===== config.mk =====
export PLATFORM = sky130hd
export DESIGN_NAME = pbc_div
export DESIGN_NICKNAME = d
export VERILOG_FILES = /design/src/hw/rtl/pbc_pkg.sv /design/src/hw/rtl/pbc_div.sv
export SDC_FILE = /design/constraint.sdc
export NUM_CORES = 1
export LEC_CHECK = 0
export ABC_AREA = 1
export BUFFER_PORTS_ARGS = -buffer_cell sky130_fd_sc_hd__buf_2
export CORE_MARGIN = 1.5
export CORE_UTILIZATION = 30
export CTS_BUF_LIST = sky130_fd_sc_hd__clkbuf_4 sky130_fd_sc_hd__clkbuf_8
export CTS_CLUSTER_SIZE = 10
export DETAILED_ROUTE_END_ITERATION = 12
export GPL_TIMING_DRIVEN = 0
export SETUP_SLACK_MARGIN = 0.1
export SLEW_MARGIN = 10
export SYNTH_ARGS = -nofsm -noshare
export SYNTH_HDL_FRONTEND = slang
export SYNTH_SLANG_ARGS = --single-unit
export TNS_END_PERCENT = 20

===== constraint.sdc =====
create_clock -name clk -period 2.75 [get_ports clk]
set_clock_uncertainty 0.2 [all_clocks]
set_input_delay 0.1375 -clock clk [delete_from_list [all_inputs] [get_ports clk]]
set_output_delay 0.1375 -clock clk [all_outputs]
set_load 0.05 [all_outputs]

===== src/hw/rtl/pbc_pkg.sv =====
// Shared constants, codes and helpers for the boundary-layer cell update.
package pbc_pkg;

  localparam int MAX_LAYERS_DEF = 64;
  localparam int CNT_W = 9;       // holds any layer count up to 511
  localparam int VAL_W = 32;
  localparam int FAC_W = 32;
  localparam int NUM_W = 50;      // dividend width of the factor divider
  localparam int PROD_W = 66;

  localparam logic [1:0] OP_LOAD   = 2'd0;
  localparam logic [1:0] OP_SINGLE = 2'd1;
  localparam logic [1:0] OP_DOUBLE = 2'd2;

  localparam logic [1:0] SIDE_TOP      = 2'd0;
  localparam logic [1:0] SIDE_BOT_SYM  = 2'd2;
  localparam logic [1:0] SIDE_BOT_ANTI = 2'd3;

  localparam logic [6:0] LAYERS_RST = 7'd32;

  typedef struct packed {
    logic                     act;
    logic                     mir;
    logic                     neg;
    logic                     dbl;
    logic [FAC_W-1:0]         a;
    logic [FAC_W-1:0]         b;
    logic [FAC_W-1:0]         c;
    logic signed [VAL_W-1:0]  p;
    logic signed [VAL_W-1:0]  q;
    logic signed [VAL_W-1:0]  q2;
    logic signed [VAL_W-1:0]  qa;   // q after first pass
    logic signed [VAL_W-1:0]  pa;   // p after first pass
    logic signed [VAL_W-1:0]  qb;   // q2 after second pass
  } cell_t;

  function automatic logic signed [VAL_W-1:0] sat32(input logic signed [PROD_W-1:0] v);
    if (v > PROD_W'(signed'(32'sh7fffffff)))
      return 32'sh7fffffff;
    else if (v < PROD_W'(signed'(32'sh80000000)))
      return 32'sh80000000;
    else
      return v[VAL_W-1:0];
  endfunction

  // divide by 2^16, rounding half up
  function automatic logic signed [PROD_W-1:0] scale16(input logic signed [PROD_W-1:0] v);
    return (v + PROD_W'(32768)) >>> 16;
  endfunction

endpackage


===== src/hw/rtl/pbc_div.sv =====
// Bit-serial restoring divider, one quotient bit per cycle.
module pbc_div
  import pbc_pkg::*;
#(
  parameter int NW = NUM_W,
  parameter int DW = FAC_W
) (
  input  logic          clk,
  input  logic          rst,
  input  logic          start,
  input  logic [NW-1:0] num,
  input  logic [DW-1:0] den,
  output logic [DW-1:0] quo,
  output logic          done
);

  localparam int CW = $clog2(NW + 1);

  logic          run;
  logic [CW-1:0] cnt;
  logic [DW-1:0] rem;
  logic [DW-1:0] den_r;
  logic [NW-1:0] nq;
  logic [DW:0]   trial;
  logic          ge;

  assign trial = {rem, nq[NW-1]};
  assign ge    = trial >= {1'b0, den_r};
  assign quo   = nq[DW-1:0];

  always_ff @(posedge clk) begin
    if (rst) begin
      run  <= 1'b0;
      done <= 1'b0;
      cnt  <= '0;
    end else begin
      done <= 1'b0;
      if (start) begin
        run <= 1'b1;
        cnt <= CW'(NW);
      end else if (run) begin
        cnt <= cnt - 1'b1;
        if (cnt == CW'(1)) begin
          run  <= 1'b0;
          done <= 1'b1;
        end
      end
    end
  end

  always_ff @(posedge clk) begin
    if (start) begin
      rem   <= '0;
      nq    <= num;
      den_r <= den;
    end else if (run) begin
      rem <= ge ? DW'(trial - {1'b0, den_r}) : DW'(trial);
      nq  <= {nq[NW-2:0], ge};
    end
  end

endmodule


Word-level counts from Yosys, hierarchy flattened:

Index checks and enable logic that the tools add are counted.

* register bits: 122

* magnitude comparators: 1
* muxes and demuxes: 9
* equal/unequal tests: 1
* reductions and logical operators: 3
* bitwise operators: 1
* $add $sub $neg: 2

Operator list (number)
* two-way mux 50 bit: 2
* >= comparator 33 x 32 -> 1 bit: 1
* two-way mux 32 bit: 1
* subtractor 32 bit: 1
* two-way mux 6 bit: 2
* equality test 6 x 1 -> 1 bit, second input constant: 1
* subtractor 6 x 1 -> 6 bit, second input constant: 1
* two-way mux 1 bit: 4
* OR reduction 3 bit: 1
* nonzero test 2 bit: 1
* OR reduction 2 bit: 1
* inverter 1 bit: 1

Depth between registers and ports, before layout:

Gate-level depths: netlist of run 1.

* depth in word-level cells: 4
* gate-level depth with buffers: 16
* depth with buffers taken out: 16

Least setup slack after synthesis of run 1:

OpenSTA, ideal clock, no wires.

* path type: input-to-reg
* start point: input port start
* end point: register nq[0] (enable)
* path buffers: 2
* arrival time: 2.251 ns
* slack: -0.135 ns
* cell stages on the path: 4
* setup time: 0.434 ns
* cell sequence: clkbuf_1 > nor2_1 > inv_2 > buf_1

* word-level cells in the longest chain between the ends: 1

Ends and longest elaborated chain
* start: declaration: RTL line pbc_div.sv:10 `input logic start,`
* nonzero test 2 bit (no source line)
* end signal: assignment: RTL line pbc_div.sv:54 `nq <= num;`
* end signal: assignment: RTL line pbc_div.sv:58 `nq <= {nq[NW-2:0], ge};`
* end: declaration: RTL line pbc_div.sv:23 `logic [NW-1:0] nq;`

No other way between the ends.
A chain may end at the register's enable or synchronous reset.

Final worst setup path of run 1:

* start point: register den_r[0]
* end point: register rem[28]

* word-level cells in the longest chain between the ends: 2

Ends and longest elaborated chain
* start: declaration: RTL line pbc_div.sv:22 `logic [DW-1:0] den_r;`
* start signal: assignment: RTL line pbc_div.sv:55 `den_r <= den;`
* subtractor 32 bit or >= comparator 33 x 32 -> 1 bit (tied branches): RTL line pbc_div.sv:57, pbc_div.sv:28
* two-way mux 32 bit (*): RTL line pbc_div.sv:57 `rem <= ge ? DW'(trial - {1'b0, den_r}) : DW'(trial);`
* end signal: assignment: RTL line pbc_div.sv:57
* end: declaration: RTL line pbc_div.sv:21 `logic [DW-1:0] rem;`

Every way passes the cells marked *; elsewhere a longest branch is shown, timed or not.

==> results of run 1 <==
worst max-delay path by stage:
stage,start,end,depth (start not counted)
5_1_grt,den_r[0],rem[28],14
2_1_floorplan,start,nq[0],4
4_1_cts,den_r[0],rem[24],14
6_report,den_r[0],rem[28],14
3_5_place_dp,start,nq[24],5
3_3_place_gp,start,nq[23],5
critical path: stages (launching register included):
cell and delay (ns):
edfxtp_1 0.38, ha_1 0.24, fa_1 0.41, inv_1 0.12
nand3_1 0.07, nand3_1 0.19, nand3_1 0.11, nand2_1 0.21
nand2_1 0.14, nand2_1 0.09, nand2_1 0.05, nand2_1 0.06
nand2_1 0.05, nand3_1 0.06, nand2_1 0.05
cells by family after synthesis:
family / after synthesis
AOI/OAI and AO/OA: 43
xor gates and xnor gates: 16
adders and majority gates: 35
buffers and inverters: 236
DFF: 122
and+or+nand+nor: 631
layout make-up:
type	instances	area (µm²)	area share
Clock buffer	17	234	0.0232
Multi-Input combinational cell	725	3480	0.344
Clock inverter	15	179	0.0177
Timing Repair Buffer	204	1470	0.146
Tap cell	330	413	0.0409
Sequential cell	122	3260	0.323
Inverter	179	672	0.0666
Buffer	57	384	0.0381
power groups by stage:
stage / sequential [mW] / clock, mW / combinational (mW)
2_1_floorplan: 2.18 / 0 / 0.562
3_3_place_gp: 2.20 / 0 / 0.777
3_5_place_dp: 2.20 / 0 / 0.782
4_1_cts: 2.16 / 1.78 / 0.886
5_1_grt: 2.18 / 1.85 / 0.966
6_report: 2.16 / 1.74 / 0.884
through the flow:
stage	instance area, µm²	util	hold slack [ns]	TNS (ns)	cells
floorplan	7790	-	0.00691	0	1083
global placement	8790	0.347	0.116	-62.52	1530
detailed placement	8790	0.347	0.116	-27.06	1530
CTS	10100	0.398	0.181	0	1649
global route	10100	0.398	0.187	0	1649
finish	10100	0.398	0.205	0	1649
sequential cells by signal, indices dropped and copies added, names as in the netlist:
| name | flops |
|---|---|
| done | 1 |
| cnt | 6 |
| rem | 32 |
| run | 1 |
| nq | 50 |
| den_r | 32 |
Yosys cell counts (2+ instances only):
cell      count  area (µm²)
and3_1        2        12.5
nor2_1       42         158
nand2_1     457        1720
nand3_2       3        30.0
a31oi_1       2        12.5
buf_6         3        33.8
inv_2         2        7.51
nor3b_1       2        15.0
o21bai_1      2        15.0
nand3b_1     21         158
nand3_1      75         375
nor3_1        6        30.0
nor2_2        9        56.3
o21ai_1      16        80.1
ha_1         34         425
and2_1        3        18.8
nand4_1       2        12.5
o21ai_0       3        15.0
edfxtp_1     82        2460
nand2_4       2        22.5
xnor2_1      15         131
buf_4        37         278
nand2_2       4        25.0
dfxtp_1      40         801
buf_2         4        20.0
a21oi_1      17        85.1
inv_1       177         664
clkbuf_1     12        45.0
per-layer routing:
metal | track usage | vias up | wire length (µm)
li1 | - | 3764 | -
met4 | 0.0397 | 0 | 220
met2 | 0.288 | 203 | 10300
met1 | 0.222 | 3296 | 10400
met3 | 0.0381 | 16 | 1270
met5 | 0 | - | 0
placed cells by master, fill, tap and decap left out, types with 9 or more instances in the layout:
master | netlist | routed
dlygate4sd3_1 | 0 | 86
nand2_1 | 457 | 457
clkbuf_8 | 0 | 17
a21oi_1 | 17 | 17
nand3_1 | 75 | 74
buf_4 | 37 | 39
nand3b_1 | 21 | 21
clkbuf_1 | 12 | 12
inv_1 | 177 | 177
xnor2_1 | 15 | 15
nor2_2 | 9 | 9
nor2_1 | 42 | 42
dfxtp_1 | 40 | 40
o21ai_1 | 16 | 16
edfxtp_1 | 82 | 82
ha_1 | 34 | 34
buf_2 | 4 | 120
timing repair:
action | 4_1_cts | 5_1_grt
hold buffers | 87 | 0
gates resized for setup | 1 | 1
buffers inserted | 0 | 0
setup endpoints to repair | 50 | 5
endpoints found under the hold margin | 121 | 0
==> flow_summary.toml, run 1 <==
[status]
outcome = "finished, final reports clean"

[finish]
n_fill_cell = 2620
diodes = 0
drive_gt1_frac = 0.166
syn_to_final_growth_pct = 29.6
fin_nets = 1426

[power]
power_mw = 4.79
p_leak_nw = 5.26
p_sw_mw = 1.50
ir_drop_uv = 328
power.density_mw_per_mm2 = 475
seq_power_share = 0.452
internal_power_mw = 3.29
switching_share = 0.313
combinationalPowerShare = 0.185
power_frac_clock = 0.364

[setup_path]
ff2ff_path_depth = 14
critPathMaxFanout = 3
r2r_start = "den_r[0]"
reg2reg_slack_ns = 0.24
critPathCaptureType = "flip-flop"
arrival_ns = 2.64
r2r_end = "rem[28]"
cp-start-kind = "flip-flop"
worstPathRequired_ns = 2.89
crit_type = "flip-flop to flip-flop"

[synth]
ys_seq_area_frac = 0.419
synthMuxAreaShare = 0
synth.distinct_cells = 37
synthArstFlopShare = 0
yosys.area_share.simple = 0.341
ys.flop_type = "edfxtp_1"
syn_area_per_cell_um2 = 7.19
synthAdderAreaFrac = 0.0572
synth_compound_area_frac = 0.0299
ys_warn_count = 0
synth_area_mm2 = 0.00779
synth_top_family_by_area = "simple AND/OR/NAND/NOR gates"
syn_nets = 1203
synth_xor_xnor_area_share = 0.0180
ys_seq_elements = 122
synth_edf_count = 82
synth_cells = 1083

[flow_run]
drv_cap = 0

[cts]
cts.sinks = 122
cts_buffers = 17
insertion_delay_ns = 0.46
clk_pin_slew_ns = 0.08
max-clock-path-buffers = 2
root_buffer = "clkbuf_8"
cts_tree = "built"
cts-htree-levels = 4

[global_route]
grt_pass1_wl_mm = 35.5
grt_overflow = 0
grt_util_all_layers = 0.171
antenna_found_initial = 1
grt_pass1_vias = 7092
grt_max_degree = 60

[min_path]
min_path_type = "primary input to flip-flop"
holdPathStages = 2
min_from = "den[30]"
hold_end = "den_r[30]"

[place]
hpwl_mm = 16.3
place.gp.congestion = 0.912
portBuffers = 117
pre_cts_ws_ns = -0.480

[timing]
fin_crit_sh = 0.911
setup_violations = 0
min_period_ns = 2.51
finalHoldViolations = 0
setup_slack_ns = 0.244
slew_headroom = 0.410
max_freq_ghz = 0.399
rsz0062_at_grt = "yes"
slew_viol_final = 0
worst_slew_pin_slew_ns = 0.882

[floorplan]
initial_core_util = 0.307
coreArea_mm2 = 0.0253
die_area_mm2 = 0.0269
die_h_um = 164
num_rows = 58
ios = 118
die-width_um = 164

[drt]
first_iter_violations = 377
wl_per_cell_um = 13.4
drc_errors = 0
vias = 7279
wirelength_mm = 22.2
drtAntennaViolNets = 0
drtPass1Iterations = 5
viasPerCell = 4.41
Power figures use the tool's default switching activity.
==> run 2, diff against run 1 <==
Settings changed: CELL_PAD_IN_SITES_DETAIL_PLACEMENT set to 1, CELL_PAD_IN_SITES_GLOBAL_PLACEMENT set to 1, PLACE_DENSITY_LB_ADDON set to 0.1.
==> run 2 against run 1 <==
  * Utilization increased by 0.31 points
  * Power decreased by 3.0%
  * First-iteration DRC count decreased by 31%
  * Setup slack improved by 0.029 ns
  * Wire length increased by 7.6%
  * Final area increased by 0.77%
  * Sequential share of layout area decreased by 0.25 points
  * Combinational power increased by 2%
  * Sequential cell count unchanged
  * Non-clock buffer count unchanged
  * Largest cell class unchanged
==> flow_summary.toml, run 2 (synthesized netlist as in run 1, its figures left out) <==
[status]
outcome = "finished, final reports clean"

[setup_path]
cp-start-kind = "flip-flop"
worstPathRequired_ns = 2.85
reg2reg_slack_ns = 0.27
crit_type = "flip-flop to flip-flop"
critPathCaptureType = "flip-flop"
arrival_ns = 2.58
r2r_end = "rem[18]"
r2r_start = "den_r[20]"
ff2ff_path_depth = 14
critPathMaxFanout = 10

[power]
power_mw = 4.65
power.density_mw_per_mm2 = 457
ir_drop_uv = 292
p_leak_nw = 5.22

[min_path]
min_path_type = "primary input to flip-flop"
min_from = "start"
hold_end = "den_r[16]"
holdPathStages = 1

[timing]
setup_violations = 0
rsz0062_at_grt = "yes"
fin_hold_ws_ns = 0.168
fin_crit_sh = 0.901
max_freq_ghz = 0.404
worst_slew_pin_slew_ns = 0.875
slew_viol_final = 0
finalHoldViolations = 0
slew_headroom = 0.417
min_period_ns = 2.48

[place]
portBuffers = 117
hpwl_mm = 17.8
place_area_mm2 = 0.00879
place.gp.congestion = 0.817

[global_route]
grt_overflow = 0
antenna_found_initial = 0
grt_pass1_vias = 7600
grt_max_degree = 60
grt_util_all_layers = 0.188
grt_pass1_wl_mm = 38.9

[cts]
cts.sinks = 122
cts_tree = "built"
cts-htree-levels = 4
clk_pin_slew_ns = 0.09
insertion_delay_ns = 0.45
cts_buffers = 17
max-clock-path-buffers = 2
root_buffer = "clkbuf_8"

[finish]
n_fill_cell = 3176
largest_registers = "nq: 50 flops, den_r: 32 flops, rem: 32 flops"
diodes = 0
fin_nets = 1426
final_common_cell = "nand2_1"
final_cell_mix = "nand2_1 (451), inv_1 (176), buf_2 (120)"
register_area_mm2 = 0.00326
regMostFlops = "nq"
syn_to_final_growth_pct = 30.6
final_area_mm2 = 0.0102
drive_gt1_frac = 0.184
multi_input_area_mm2 = 0.00360
largest_reg_flops = 50

[floorplan]
die_h_um = 164
die_area_mm2 = 0.0269
num_rows = 58
initial_core_util = 0.307
die-width_um = 164
coreArea_mm2 = 0.0253
ios = 118

[drt]
vias = 7191
first_iter_violations = 261
wirelength_mm = 23.9
drtPass1Iterations = 4
viasPerCell = 4.36
drc_errors = 0
wl_per_cell_um = 14.5
drtAntennaViolNets = 0

[flow_run]
drv_cap = 0
## run 2: changes by cell type in the layout (fill, tap and decap cells not counted), sizes merged
cell,before,now
dlygate4sd3,86,83
clkinvlp,1,3
clkinv,4,5
buf,163,166
inv,187,186
bufinv,2,0
## run 2: how the worst max path moves through the flow
stage / endpoint / slack [ns] / start / depth (start not counted)
after floorplan: nq[0] / 0.59 / start / 4
after global placement: nq[18] / -1.18 / start / 5
after detailed placement: nq[19] / -0.49 / start / 5
after CTS: rem[21] / 0.12 / den_r[25] / 13
after global routing: rem[18] / 0.05 / den_r[21] / 14
final: rem[18] / 0.27 / den_r[20] / 14
## run 2: routing by layer
layer,track usage,share of wire,up-vias
li1,-,-,3766
met1,0.235,0.48,3322
met2,0.334,0.48,96
met3,0.0399,0.034,7
met4,0.0314,0.0057,0
met5,0,0,-
## run 2: layout make-up
class / count / area share
Tap cell: 330 / 0.0406
Clock inverter: 15 / 0.0130
Sequential cell: 122 / 0.321
Clock buffer: 17 / 0.0230
Buffer: 57 / 0.0399
Inverter: 179 / 0.0661
Multi-Input combinational cell: 725 / 0.354
Timing Repair Buffer: 204 / 0.142
## run 2: critical path: stages (launching register included)
cell      delay [ns]
edfxtp_1        0.32
inv_1           0.04
ha_1            0.38
nand2_1         0.16
nor2_2          0.17
nand2_1         0.12
nor2_4          0.16
nand2_1         0.11
nand3_2         0.10
nor2_4          0.07
nand2_4         0.11
buf_6           0.16
nand2_1         0.08
nand3_1         0.08
o21ai_1         0.07
## run 2: timing repair
action                                  4_1_cts  5_1_grt
gates resized for setup                       3       35
pin swaps                                     0        3
hold endpoints to repair                     90        0
hold buffers                                 83        0
endpoints found under the setup margin       80       67
buffers inserted                              0        4
## run 2: where the power goes
part           switching, mW  internal [mW]
Sequential            0.0543           2.11
Clock                  0.934          0.654
Combinational          0.550          0.349
Total                   1.54           3.11
## run 2: stage by stage
step | setup WS [ns] | utilization | TNS, ns | cells
2_1_floorplan | 0.594 | - | 0 | 1083
3_3_place_gp | -1.18 | 0.347 | -67.84 | 1530
3_5_place_dp | -0.490 | 0.347 | -27.30 | 1530
4_1_cts | 0.124 | 0.395 | 0 | 1645
5_1_grt | 0.0535 | 0.401 | 0 | 1649
6_report | 0.273 | 0.401 | 0 | 1649
==> run 3, diff against run 2 <==
Settings changed: CTS_BUF_LIST sky130_fd_sc_hd__clkbuf_4 sky130_fd_sc_hd__clkbuf_8 to sky130_fd_sc_hd__clkbuf_4 sky130_fd_sc_hd__clkbuf_8 sky130_fd_sc_hd__clkbuf_16.
==> run 3 against run 2 <==
  * Utilization is 0.61 points higher
  * Sequential power hardly changed
  * Cell count is 0.12% lower
  * Global-route usage is 0.25 points higher
  * Register-to-register slack hardly changed
  * Critical path type unchanged
  * Largest cell class unchanged
  * Largest power group is now clock
  * Highest routed layer unchanged
==> flow_summary.toml, run 3 (synthesized netlist as in run 1, its figures left out) <==
[drt]
wirelength_mm = 24.1
wl_per_cell_um = 14.6
drc_errors = 0
drtPass1Iterations = 4
drtAntennaViolNets = 0
first_iter_violations = 238
viasPerCell = 4.40
vias = 7240

[global_route]
antenna_found_initial = 0
grt_pass1_vias = 7632
grt_pass1_wl_mm = 39.3
grt_overflow = 0
grt_util_all_layers = 0.190
top_usage_layer = "met2"
gr-usage-met3 = 0.0333
use_met1 = 0.237
grt_use_met2 = 0.338
grt_max_degree = 60

[cts]
root_buffer = "clkbuf_16"
cts-htree-levels = 4
cts.sinks = 122
insertion_delay_ns = 0.44
clk_pin_slew_ns = 0.07
cts_tree = "built"
max-clock-path-buffers = 2
cts_buffers = 17

[finish]
finalCoreUtilization = 0.408
final_area_mm2 = 0.0103
drive_gt1_frac = 0.181
final_cell_mix = "nand2_1 (450), inv_1 (177), buf_2 (119)"
diodes = 0
largest_reg_flops = 50
largest_registers = "nq: 50 flops, den_r: 32 flops, rem: 32 flops"
fin_cells = 1647
final_common_cell = "nand2_1"
syn_to_final_growth_pct = 32.6
regMostFlops = "nq"
fin_nets = 1424

[timing]
slew_headroom = 0.577
min_period_ns = 2.48
fin_crit_sh = 0.903
slew_viol_final = 0
rsz0062_at_grt = "yes"
finalHoldViolations = 0
setup_slack_ns = 0.266
worst_slew_pin_slew_ns = 0.633
max_freq_ghz = 0.403
setup_violations = 0

[floorplan]
die-width_um = 164
die_h_um = 164
ios = 118
coreArea_mm2 = 0.0253
num_rows = 58
initial_core_util = 0.307
die_area_mm2 = 0.0269

[place]
portBuffers = 117
place_inst = 1530
hpwl_mm = 17.8
place.gp.congestion = 0.817
pre_cts_ws_ns = -0.490
place_area_mm2 = 0.00879

[setup_path]
arrival_ns = 2.65
critPathMaxStageDelay_ns = 0.38
crit_top_cell = "nand2_1"
cp-start-kind = "flip-flop"
worstPathRequired_ns = 2.92
critPathCaptureType = "flip-flop"
path_cells = "inv_1, ha_2, nand2_1, nand2_1, inv_1, nand2_1, inv_1, nand2_1, nand2_1, nand3_2, nor2_4, nand2_4, buf_6, nand2_1, nand3_1, nand2_1"
slowest_stage = "edfxtp_1"
crit_type = "flip-flop to flip-flop"
critPathMaxFanout = 10

[flow_run]
drv_cap = 0

[power]
ir_drop_uv = 276
power_mw = 5.27
power.density_mw_per_mm2 = 510
p_leak_nw = 5.30

[status]
outcome = "finished, final reports clean"

[min_path]
min_path_type = "primary input to flip-flop"
run 3: layout make-up:
type                       count  area, µm²
tap                          330        413
clock buffer                  17        425
buffer                        57        402
sequential                   122       3260
clock inverter                15        133
fill                        3143      15000
timing repair buffer         202       1430
inverter                     179        672
multi-input combinational    725       3580
run 3: power by group:
| part | internal (mW) | switching, mW |
|---|---|---|
| sequential | 2.11 | 0.0548 |
| clock | 1.18 | 1.02 |
| combinational | 0.346 | 0.552 |
| total | 3.64 | 1.63 |
run 3: final timing paths:
path              from         to  slack (ns)  cells past startpoint
max          den_r[24]    rem[21]        0.27                     16
min              start  den_r[15]        0.13                      1
max reg2reg  den_r[24]    rem[21]        0.27                     16
min reg2reg    rem[30]    rem[30]        0.27                      2
run 3: routing by layer:
layer,vias up,wire length (µm)
met3,21,839
met4,0,241
met1,3335,11300
met2,118,11700
li1,3766,-
met5,-,0
run 3: through the flow:
step                      hold slack, ns  TNS (ns)
after global placement             0.113    -67.84
after global routing               0.175         0
after CTS                          0.195         0
after floorplan                  0.00691         0
final                              0.131         0
after detailed placement           0.116    -27.30
run 3: worst max-delay path: cells and delay by family, from the launching register on:
family	cells	cell delay, ns
simple gates	11	1.13
buf+inv	4	0.41
fa+ha+maj	1	0.30
flops	1	0.38
run 3: timing repair:
action / in CTS / in global routing
endpoints found under the hold margin: 90 / 0
hold buffers: 83 / 0
resized for setup: 3 / 32
endpoints found under the setup margin: 80 / 81
buffers inserted: 0 / 2
pin swaps: 0 / 2
